**src/rtl/d2wpmd_pkg.sv**
```systemverilog
// Shared types and constants of the window-pair distance search block.
`timescale 1ns / 1ps
`default_nettype none
package d2wpmd_pkg;

   localparam int POS_W   = 10;
   localparam int WORD_W  = 12;
   localparam int CNT_W   = 11;
   localparam int SCORE_W = 22;
   localparam int THR_W   = 16;
   localparam int WLEN_W  = 11;
   localparam int KLEN_W  = 3;
   localparam int CLR_W   = 16;
   localparam int CSR_W   = 2;

   localparam logic [CSR_W-1:0] CSR_WINDOW_LENGTH = 2'd0;
   localparam logic [CSR_W-1:0] CSR_WORD_LENGTH   = 2'd1;
   localparam logic [CSR_W-1:0] CSR_THRESHOLD     = 2'd2;

   localparam logic [1:0] ACT_LOAD_SRC = 2'd0;
   localparam logic [1:0] ACT_LOAD_TGT = 2'd1;
   localparam logic [1:0] ACT_COMPUTE  = 2'd2;

   localparam logic [1:0] STAT_FULL  = 2'd0;
   localparam logic [1:0] STAT_THR   = 2'd1;
   localparam logic [1:0] STAT_SHORT = 2'd2;

   typedef struct packed {
      logic              load_en;
      logic              load_src;
      logic [POS_W-1:0]  load_pos;
      logic [WORD_W-1:0] load_word;
      logic              clear_en;
      logic [CLR_W-1:0]  clear_addr;
      logic              word_rd;
      logic              op_src;
      logic [POS_W-1:0]  op_pos;
      logic              mod_en;
      logic              cnt_rd;
      logic              upd_en;
      logic              op_put;
      logic              note_en;
      logic              note_init;
      logic              rsp_load;
      logic              rsp_short;
      logic [THR_W-1:0]  threshold;
   } cmd_type;

   typedef struct packed {
      logic best_le_thr;
   } stat_type;

endpackage
`default_nettype wire

```
**src/rtl/d2wpmd_ctrl.sv**
```systemverilog
// Controller: configuration registers, search sequencer and response handshake.
`timescale 1ns / 1ps
`default_nettype none
module d2wpmd_ctrl #(
   parameter int WORD_SPACE = 4096
) (
   input  wire                              clock,
   input  wire                              reset,
   input  wire                              req_tvalid,
   output logic                             req_tready,
   input  wire  [63:0]                      req_tdata,
   input  wire  [1:0]                       req_tuser,
   output logic                             rsp_tvalid,
   input  wire                              rsp_tready,
   output logic [1:0]                       rsp_status,
   input  wire                              csr_we,
   input  wire  [d2wpmd_pkg::CSR_W-1:0]     csr_index,
   input  wire  [d2wpmd_pkg::THR_W-1:0]     csr_wdata,
   input  wire  d2wpmd_pkg::stat_type       stat,
   output d2wpmd_pkg::cmd_type              cmd
);

   typedef enum logic [8:0] {
      ST_IDLE   = 9'b000000001,
      ST_CLEAR  = 9'b000000010,
      ST_OP_RD  = 9'b000000100,
      ST_OP_MOD = 9'b000001000,
      ST_OP_CNT = 9'b000010000,
      ST_OP_UPD = 9'b000100000,
      ST_NOTE   = 9'b001000000,
      ST_STEP   = 9'b010000000,
      ST_DONE   = 9'b100000000
   } state_type;

   typedef enum logic [1:0] {
      KIND_INIT  = 2'd0,
      KIND_TFWD  = 2'd1,
      KIND_TBWD  = 2'd2,
      KIND_SSTEP = 2'd3
   } kind_type;

   localparam int CLRC_W  = $clog2(WORD_SPACE) + 1;
   localparam int CLR_W_T = d2wpmd_pkg::CLR_W;

   state_type state_ff, state_in;
   kind_type  kind_ff, kind_in;
   logic half_ff, half_in, dir_ff, dir_in, short_ff, short_in, note_init_ff, note_init_in;
   logic [1:0] stat_ff, stat_in;
   logic rsp_valid_ff, rsp_valid_in, rsp_load;
   logic [1:0] rsp_status_ff, rsp_status_in;
   logic [10:0] wlen_ff;
   logic [2:0]  klen_ff;
   logic [15:0] thr_ff;
   logic [10:0] nw_ff, nw_in, i_ff, i_in;
   logic [9:0]  sf_ff, sf_in, tf_ff, tf_in, slast_ff, slast_in, tlast_ff, tlast_in;
   logic [9:0]  s_ff, s_in, t_ff, t_in;
   logic [CLRC_W-1:0] clr_ff, clr_in;

   logic [9:0] f_pos, f_sf, f_sl, f_tf, f_tl;
   logic [11:0] f_word;
   logic accept;
   logic signed [12:0] nw_s, slen, tlen, slast_s, tlast_s;
   logic range_short;
   logic [10:0] pos_sum;
   logic op_src, op_put;

   assign f_pos     = req_tdata[9:0];
   assign f_word    = req_tdata[21:10];
   assign f_sf      = req_tdata[31:22];
   assign f_sl      = req_tdata[41:32];
   assign f_tf      = req_tdata[51:42];
   assign f_tl      = req_tdata[61:52];
   assign accept    = req_tvalid && req_tready;
   assign req_tready = state_ff == ST_IDLE;

   assign nw_s    = $signed({2'b0, wlen_ff}) - $signed({10'b0, klen_ff}) + 13'sd1;
   assign slen    = $signed({3'b0, f_sl}) - $signed({3'b0, f_sf}) + 13'sd1;
   assign tlen    = $signed({3'b0, f_tl}) - $signed({3'b0, f_tf}) + 13'sd1;
   assign slast_s = $signed({3'b0, f_sl}) - nw_s + 13'sd1;
   assign tlast_s = $signed({3'b0, f_tl}) - nw_s + 13'sd1;
   assign range_short = (nw_s < 13'sd1) || (slen < nw_s) || (tlen < nw_s);

   always_ff @(posedge clock) begin
      if (reset) begin
         wlen_ff <= 11'd100;
         klen_ff <= 3'd6;
         thr_ff  <= 16'd40;
      end else if (csr_we) begin
         case (csr_index)
            d2wpmd_pkg::CSR_WINDOW_LENGTH: wlen_ff <= csr_wdata[10:0];
            d2wpmd_pkg::CSR_WORD_LENGTH:   klen_ff <= csr_wdata[2:0];
            d2wpmd_pkg::CSR_THRESHOLD:     thr_ff  <= csr_wdata;
            default: ;
         endcase
      end
   end

   always_comb begin
      case (kind_ff)
         KIND_INIT:  pos_sum = half_ff ? {1'b0, tf_ff} + 11'(i_ff) : {1'b0, sf_ff} + 11'(i_ff);
         KIND_TFWD:  pos_sum = half_ff ? {1'b0, t_ff} + nw_ff : {1'b0, t_ff};
         KIND_TBWD:  pos_sum = half_ff ? {1'b0, t_ff} - 11'd1 : {1'b0, t_ff} + nw_ff - 11'd1;
         KIND_SSTEP: pos_sum = half_ff ? {1'b0, s_ff} + nw_ff : {1'b0, s_ff};
         default:    pos_sum = '0;
      endcase
      op_src = (kind_ff == KIND_INIT) ? !half_ff : (kind_ff == KIND_SSTEP);
      op_put = half_ff || (kind_ff == KIND_INIT);
   end

   always_comb begin
      state_in = state_ff;   kind_in = kind_ff;   half_in = half_ff;
      dir_in = dir_ff;       short_in = short_ff; stat_in = stat_ff;
      note_init_in = note_init_ff;
      nw_in = nw_ff; i_in = i_ff; sf_in = sf_ff; tf_in = tf_ff;
      slast_in = slast_ff; tlast_in = tlast_ff; s_in = s_ff; t_in = t_ff;
      clr_in = clr_ff;
      rsp_load = 1'b0;

      cmd = '0;
      cmd.threshold = thr_ff;
      cmd.load_src  = req_tuser == d2wpmd_pkg::ACT_LOAD_SRC;
      cmd.load_pos  = f_pos;
      cmd.load_word = f_word;
      cmd.clear_addr = CLR_W_T'(clr_ff);
      cmd.op_src    = op_src;
      cmd.op_pos    = pos_sum[9:0];
      cmd.op_put    = op_put;
      cmd.note_init = note_init_ff;
      cmd.rsp_short = short_ff;

      case (state_ff)
         ST_IDLE: begin
            if (accept) begin
               cmd.load_en = (req_tuser == d2wpmd_pkg::ACT_LOAD_SRC) ||
                             (req_tuser == d2wpmd_pkg::ACT_LOAD_TGT);
               if (req_tuser == d2wpmd_pkg::ACT_COMPUTE) begin
                  sf_in = f_sf; tf_in = f_tf; s_in = f_sf; t_in = f_tf;
                  nw_in = nw_s[10:0];
                  slast_in = slast_s[9:0];
                  tlast_in = tlast_s[9:0];
                  clr_in = '0;
                  if (range_short) begin
                     short_in = 1'b1;
                     stat_in  = d2wpmd_pkg::STAT_SHORT;
                     state_in = ST_DONE;
                  end else begin
                     short_in = 1'b0;
                     state_in = ST_CLEAR;
                  end
               end
            end
         end
         ST_CLEAR: begin
            cmd.clear_en = 1'b1;
            clr_in = clr_ff + CLRC_W'(1);
            if (clr_ff == CLRC_W'(WORD_SPACE - 1)) begin
               kind_in = KIND_INIT; half_in = 1'b0; i_in = '0; dir_in = 1'b0;
               note_init_in = 1'b1;
               state_in = ST_OP_RD;
            end
         end
         ST_OP_RD: begin
            cmd.word_rd = 1'b1;
            state_in = ST_OP_MOD;
         end
         ST_OP_MOD: begin
            cmd.mod_en = 1'b1;
            state_in = ST_OP_CNT;
         end
         ST_OP_CNT: begin
            cmd.cnt_rd = 1'b1;
            state_in = ST_OP_UPD;
         end
         ST_OP_UPD: begin
            cmd.upd_en = 1'b1;
            state_in = ST_OP_RD;
            if (!half_ff) begin
               half_in = 1'b1;
            end else begin
               half_in = 1'b0;
               case (kind_ff)
                  KIND_INIT: begin
                     i_in = i_ff + 11'd1;
                     if (i_ff == nw_ff - 11'd1) begin
                        state_in = ST_NOTE;
                     end
                  end
                  KIND_TFWD: begin
                     t_in = t_ff + 10'd1;
                     state_in = ST_NOTE;
                  end
                  KIND_TBWD: begin
                     t_in = t_ff - 10'd1;
                     state_in = ST_NOTE;
                  end
                  default: begin
                     s_in = s_ff + 10'd1;
                     dir_in = !dir_ff;
                     state_in = ST_NOTE;
                  end
               endcase
            end
         end
         ST_NOTE: begin
            cmd.note_en = 1'b1;
            note_init_in = 1'b0;
            state_in = ST_STEP;
         end
         ST_STEP: begin
            state_in = ST_OP_RD;
            if (stat.best_le_thr) begin
               stat_in = d2wpmd_pkg::STAT_THR;
               state_in = ST_DONE;
            end else if (!dir_ff && t_ff < tlast_ff) begin
               kind_in = KIND_TFWD;
            end else if (dir_ff && t_ff > tf_ff) begin
               kind_in = KIND_TBWD;
            end else if (s_ff >= slast_ff) begin
               stat_in = d2wpmd_pkg::STAT_FULL;
               state_in = ST_DONE;
            end else begin
               kind_in = KIND_SSTEP;
            end
         end
         ST_DONE: begin
            if (!rsp_valid_ff || rsp_tready) begin
               rsp_load = 1'b1;
               cmd.rsp_load = 1'b1;
               state_in = ST_IDLE;
            end
         end
         default: state_in = ST_IDLE;
      endcase

      rsp_valid_in  = rsp_load ? 1'b1 : (rsp_valid_ff && !rsp_tready);
      rsp_status_in = rsp_load ? stat_ff : rsp_status_ff;
   end

   always_ff @(posedge clock) begin
      if (reset) begin
         state_ff     <= ST_IDLE;
         rsp_valid_ff <= 1'b0;
         kind_ff      <= KIND_INIT;
         half_ff      <= 1'b0;
         dir_ff       <= 1'b0;
         note_init_ff <= 1'b0;
         s_ff         <= '0;
         t_ff         <= '0;
         clr_ff       <= '0;
         i_ff         <= '0;
      end else begin
         state_ff     <= state_in;
         rsp_valid_ff <= rsp_valid_in;
         kind_ff      <= kind_in;
         half_ff      <= half_in;
         dir_ff       <= dir_in;
         note_init_ff <= note_init_in;
         s_ff         <= s_in;
         t_ff         <= t_in;
         clr_ff       <= clr_in;
         i_ff         <= i_in;
      end
      short_ff      <= short_in;
      stat_ff       <= stat_in;
      nw_ff         <= nw_in;
      sf_ff         <= sf_in;
      tf_ff         <= tf_in;
      slast_ff      <= slast_in;
      tlast_ff      <= tlast_in;
      rsp_status_ff <= rsp_status_in;
   end

   assign rsp_tvalid = rsp_valid_ff;
   assign rsp_status = rsp_status_ff;

   a_t_bounds: assert property (@(posedge clock) disable iff (reset)
      (state_ff == ST_STEP && !short_ff) |-> (t_ff >= tf_ff && t_ff <= tlast_ff))
      else $error("target cursor left its range");

   a_s_bounds: assert property (@(posedge clock) disable iff (reset)
      (state_ff == ST_STEP && !short_ff) |-> (s_ff >= sf_ff && s_ff <= slast_ff))
      else $error("source cursor left its range");

   a_rsp_from_done: assert property (@(posedge clock) disable iff (reset)
      (!rsp_valid_ff ##1 rsp_valid_ff) |-> $past(state_ff == ST_DONE))
      else $error("response raised outside the done state");

   a_busy_no_accept: assert property (@(posedge clock) disable iff (reset)
      (state_ff != ST_IDLE) |-> !cmd.load_en)
      else $error("load written while a search runs");

endmodule
`default_nettype wire

```
**config.mk**
```make
export PLATFORM = sky130hd
export DESIGN_NAME = d2wpmd_ctrl
export DESIGN_NICKNAME = d
export VERILOG_FILES = /design/src/rtl/d2wpmd_pkg.sv /design/src/rtl/d2wpmd_ctrl.sv
export SDC_FILE = /design/constraint.sdc
export NUM_CORES = 1
export LEC_CHECK = 0
export ABC_AREA = 1
export BUFFER_PORTS_ARGS = -buffer_cell sky130_fd_sc_hd__buf_2
export CAP_MARGIN = 10
export CORE_UTILIZATION = 55
export CTS_CLUSTER_SIZE = 25
export DETAILED_ROUTE_END_ITERATION = 8
export PLACE_DENSITY = 0.77
export SYNTH_ARGS = -nofsm -noshare
export SYNTH_HDL_FRONTEND = slang
export SYNTH_SLANG_ARGS = --single-unit
```
**constraint.sdc**
```tcl
create_clock -name clock -period 6.77 [get_ports clock]
set_input_delay 0.3385 -clock clock [delete_from_list [all_inputs] [get_ports clock]]
set_output_delay 0.3385 -clock clock [all_outputs]
set_load 0.02 [all_outputs]
```
==> results.md <==
- Placed Area: 0.01356 mm2
- Worst R2R Path Depth: 28
- Vias in the first global route: between 10000 and 15000
- Global-route wire length before repair: about 56000 um
- WL final: about 35000 um
- Fillers: 2069
- Post-synth ARST share: 0
- DP HPWL: between 20000 and 30000 um
- CP endpoint kind: register
- Area contributors post-synth: ha_1 (14%), dfxtp_1 (14%), edfxtp_1 (13%)
- Detailed route wirelength on metal3: 2099 um
- Clock root buffer: clkbuf_16
- Setup TNS: 0 ps
- DR WL/cell: about 16 um
- Clock skew: 15.32 ps
- Max Root-Sink Buffers: 2
- Clock transition at the registers of the reported paths: around 70 ps
- WP data arrival: approximately 4600 ps
- Relative slew slack: 0.2780
- Worst setup SP type: register
- Most common cell after layout, fill and taps aside: nand2_1
- Psw: about 0.0014 W
- Number of synthesized flops with an enable pin: 56
- Final worst path period need: 4392 ps
- Initial Util: 0.5642
- Clock latency on the worst-skew pair: approximately 440 ps
- Crit-path leading delay family: simple AND/OR/NAND/NOR gates
- P_int: about 0.0020 W
- Worst-Margin Slew: 1076 ps
- Outcome: complete, no violations
- Top-area cell type share of the netlist area: 0.1402
- Synth-to-Final Area Change: 10.08%
- Final period util: 0.6487
- Avg Inst Size Synth: ~7.0 um2
- Sequential fraction of design power: 0.328
- Sw frac: 0.4090
- Slowest-stage cell, CP: fa_1
- Vias: 12363
- Worst r2r dst: stat_ff[1]
- Ant diodes: 0
- Peak supply drop: ~0.20 mV
- Hold endpoint: tf_ff[9]
- Gp weighted congestion: roughly 0.97
- Gate Count Post-Synth: around 1800
- Share of cells above drive strength 1: 0.1073
- RSZ-0062 raised after global routing: false
- Leakage: slightly below 7 nW
- Syn Std Cell Area: between 0.01 and 0.015 mm2
- Core ar.: approximately 0.023 mm2
- Routed length on met2: between 15000 and 20000 um
- Setup ws final: about 2400 ps
- H-tree levels: 4
- Horiz. Die Dim: between 150 and 200 um
- Main synth FF type: dfxtp_1
- CTS Buf Count: 17
- Seq/Total Area, Yosys: 0.2695
- Initial antenna violation count: 0
- Post-synth top area cell: ha_1
- DR iter-0 viols: roughly 860
- CP bufs+invs: 6
- Sequential Area: ~0.0035 mm2
- Setup slack after placement: ~2300 ps
- Final #Nets: about 2200
- FF-to-FF Start: wlen_ff[0]
- First-pass iteration count of the detailed router: 6
- CTS tree: done
- Final hold vios: 0
- Yosys warns: 0
- Hold_buf cts: 0
- Footprint of the multi-input gates: around 0.0079 mm2
- CP peak stage delay: about 450 ps
- Synthesized flop and latch total: ~150
- DR vias/cell: about 5.5
- Worst path most repeated cell: nand2_1
- Worst hold start: req_tdata[51]
- Die footprint: about 0.024 mm2
- Largest net degree at the start of global routing: 53
- Post-CTS setup buffers: 0
- Total track usage: 0.2987
- Fmax: roughly 0.23 GHz
- Max cap viols: 0
- IO buf count: around 120
- Core Rows: 55
- Comb pwr share: 0.396
- Hold Path Class: in2reg
- Hold Path Stages: 1
- WP data required: slightly below 7000 ps
- Remaining global-route overflow: 0
- Post_cts resized: 0
- Post-route DRC: 0
- Io pins: around 170
- WL met1: 15780 um
- Max Slew Vio Count: 0
- PD cells: ~240 mW/mm2
- Most frequent cells in the layout: nand2_1 (356), inv_1 (288), a21oi_1 (161), nor2_1 (150), ha_1 (144)
- Crit path kind: reg2reg
- Finished Cell Area: roughly 0.014 mm2
- CP max FO: 6
- DRT antenna net count: 0
- Highest metal layer with signal wires: met4
- Number of distinct library cells after synthesis: 57
- Clock share of power: 0.276
- Clock Sinks: between 100 and 150
- Setup violations, final: 0
- Die H: around 150 um
- Reg2reg setup slack: between 2000 and 2500 ps
registers in the layout, summed over array words and instances (netlist names), 2 cells and up:
signal / cells
tf_ff: 10
nw_ff: 11
clr_ff: 13
klen_ff: 3
s_ff: 10
sf_ff: 10
kind_ff: 2
t_ff: 10
state_ff: 9
wlen_ff: 11
thr_ff: 16
rsp_status: 2
stat_ff: 2
slast_ff: 10
i_ff: 11
tlast_ff: 10
synth_stat cells (all sizes together) (2+ instances only):
library cell and instances:
nor3b 3, o21ai 111, xor2 60, o2111ai 5
fa 8, nor2 163, dfxtp 89, ha 144
o21bai 6, o22ai 5, nor3 39, a31oi 8
a221oi 5, o21a 5, edfxtp 56, buf 36
a311oi 2, a211oi 11, clkinv 4, a21boi 2
clkbuf 26, nand2 369, nand3 115, nand3b 6
o31ai 2, inv 294, or2 7, a21oi 162
nand4 28, o211ai 15, xnor2 20, nor4 12
a21o 4
logic make-up after synthesis:
kind of cell               share of synthesized area
AOI/OAI and AO/OA                             0.1521
DFF                                           0.2695
buffers and inverters                         0.1148
other                                      0.0002918
xor gates and xnor gates                     0.05452
adders and majority gates                     0.1527
and+or+nand+nor                               0.2562
layer usage:
| metal | global-route usage | vias up |
|---|---|---|
| met3 | 0.03621 | 73 |
| met5 | 0 | - |
| met2 | 0.4970 | 385 |
| li1 | - | 6240 |
| met4 | 0.1311 | 0 |
| met1 | 0.3898 | 5665 |
metrics by stage:
step	hold slack [ps]	util	cells	power [W]
4_1_cts	88.04	0.6210	2243	0.003381
5_1_grt	89.25	0.6210	2243	0.003632
3_3_place_gp	423.8	0.5952	2211	0.002393
3_5_place_dp	412.6	0.5952	2211	0.002447
2_1_floorplan	400.3	-	1832	0.002119
6_report	90.08	0.6210	2243	0.003396
power groups by stage:
stage / Sequential [W] / Clock [W] / Combinational [W]
after CTS: 0.00111 / 0.000939 / 0.00133
final: 0.00111 / 0.000936 / 0.00135
after detailed placement: 0.00113 / 0 / 0.00132
after floorplan: 0.00108 / 0 / 0.00104
after global placement: 0.00113 / 0 / 0.00127
after global routing: 0.00112 / 0.000976 / 0.00153
cell type report:
type / instances / share of cell area
multi-input combinational: 1327 / 0.5602
sequential: 145 / 0.2448
inverter: 298 / 0.07907
timing repair buffer: 128 / 0.04652
clock buffer: 19 / 0.03211
tap: 313 / 0.02768
clock inverter: 13 / 0.009552
how the worst max path moves through the flow:
stage	cells after the start	to	start
3_5_place_dp	28	stat_ff[1]	req_tdata[52]
3_3_place_gp	28	stat_ff[0]	req_tdata[52]
2_1_floorplan	5	nw_ff[0]	state_ff[2]
5_1_grt	28	stat_ff[1]	wlen_ff[0]
6_report	28	stat_ff[1]	wlen_ff[0]
4_1_cts	28	stat_ff[1]	wlen_ff[0]
Note: power is estimated with default switching activity, not from simulation.
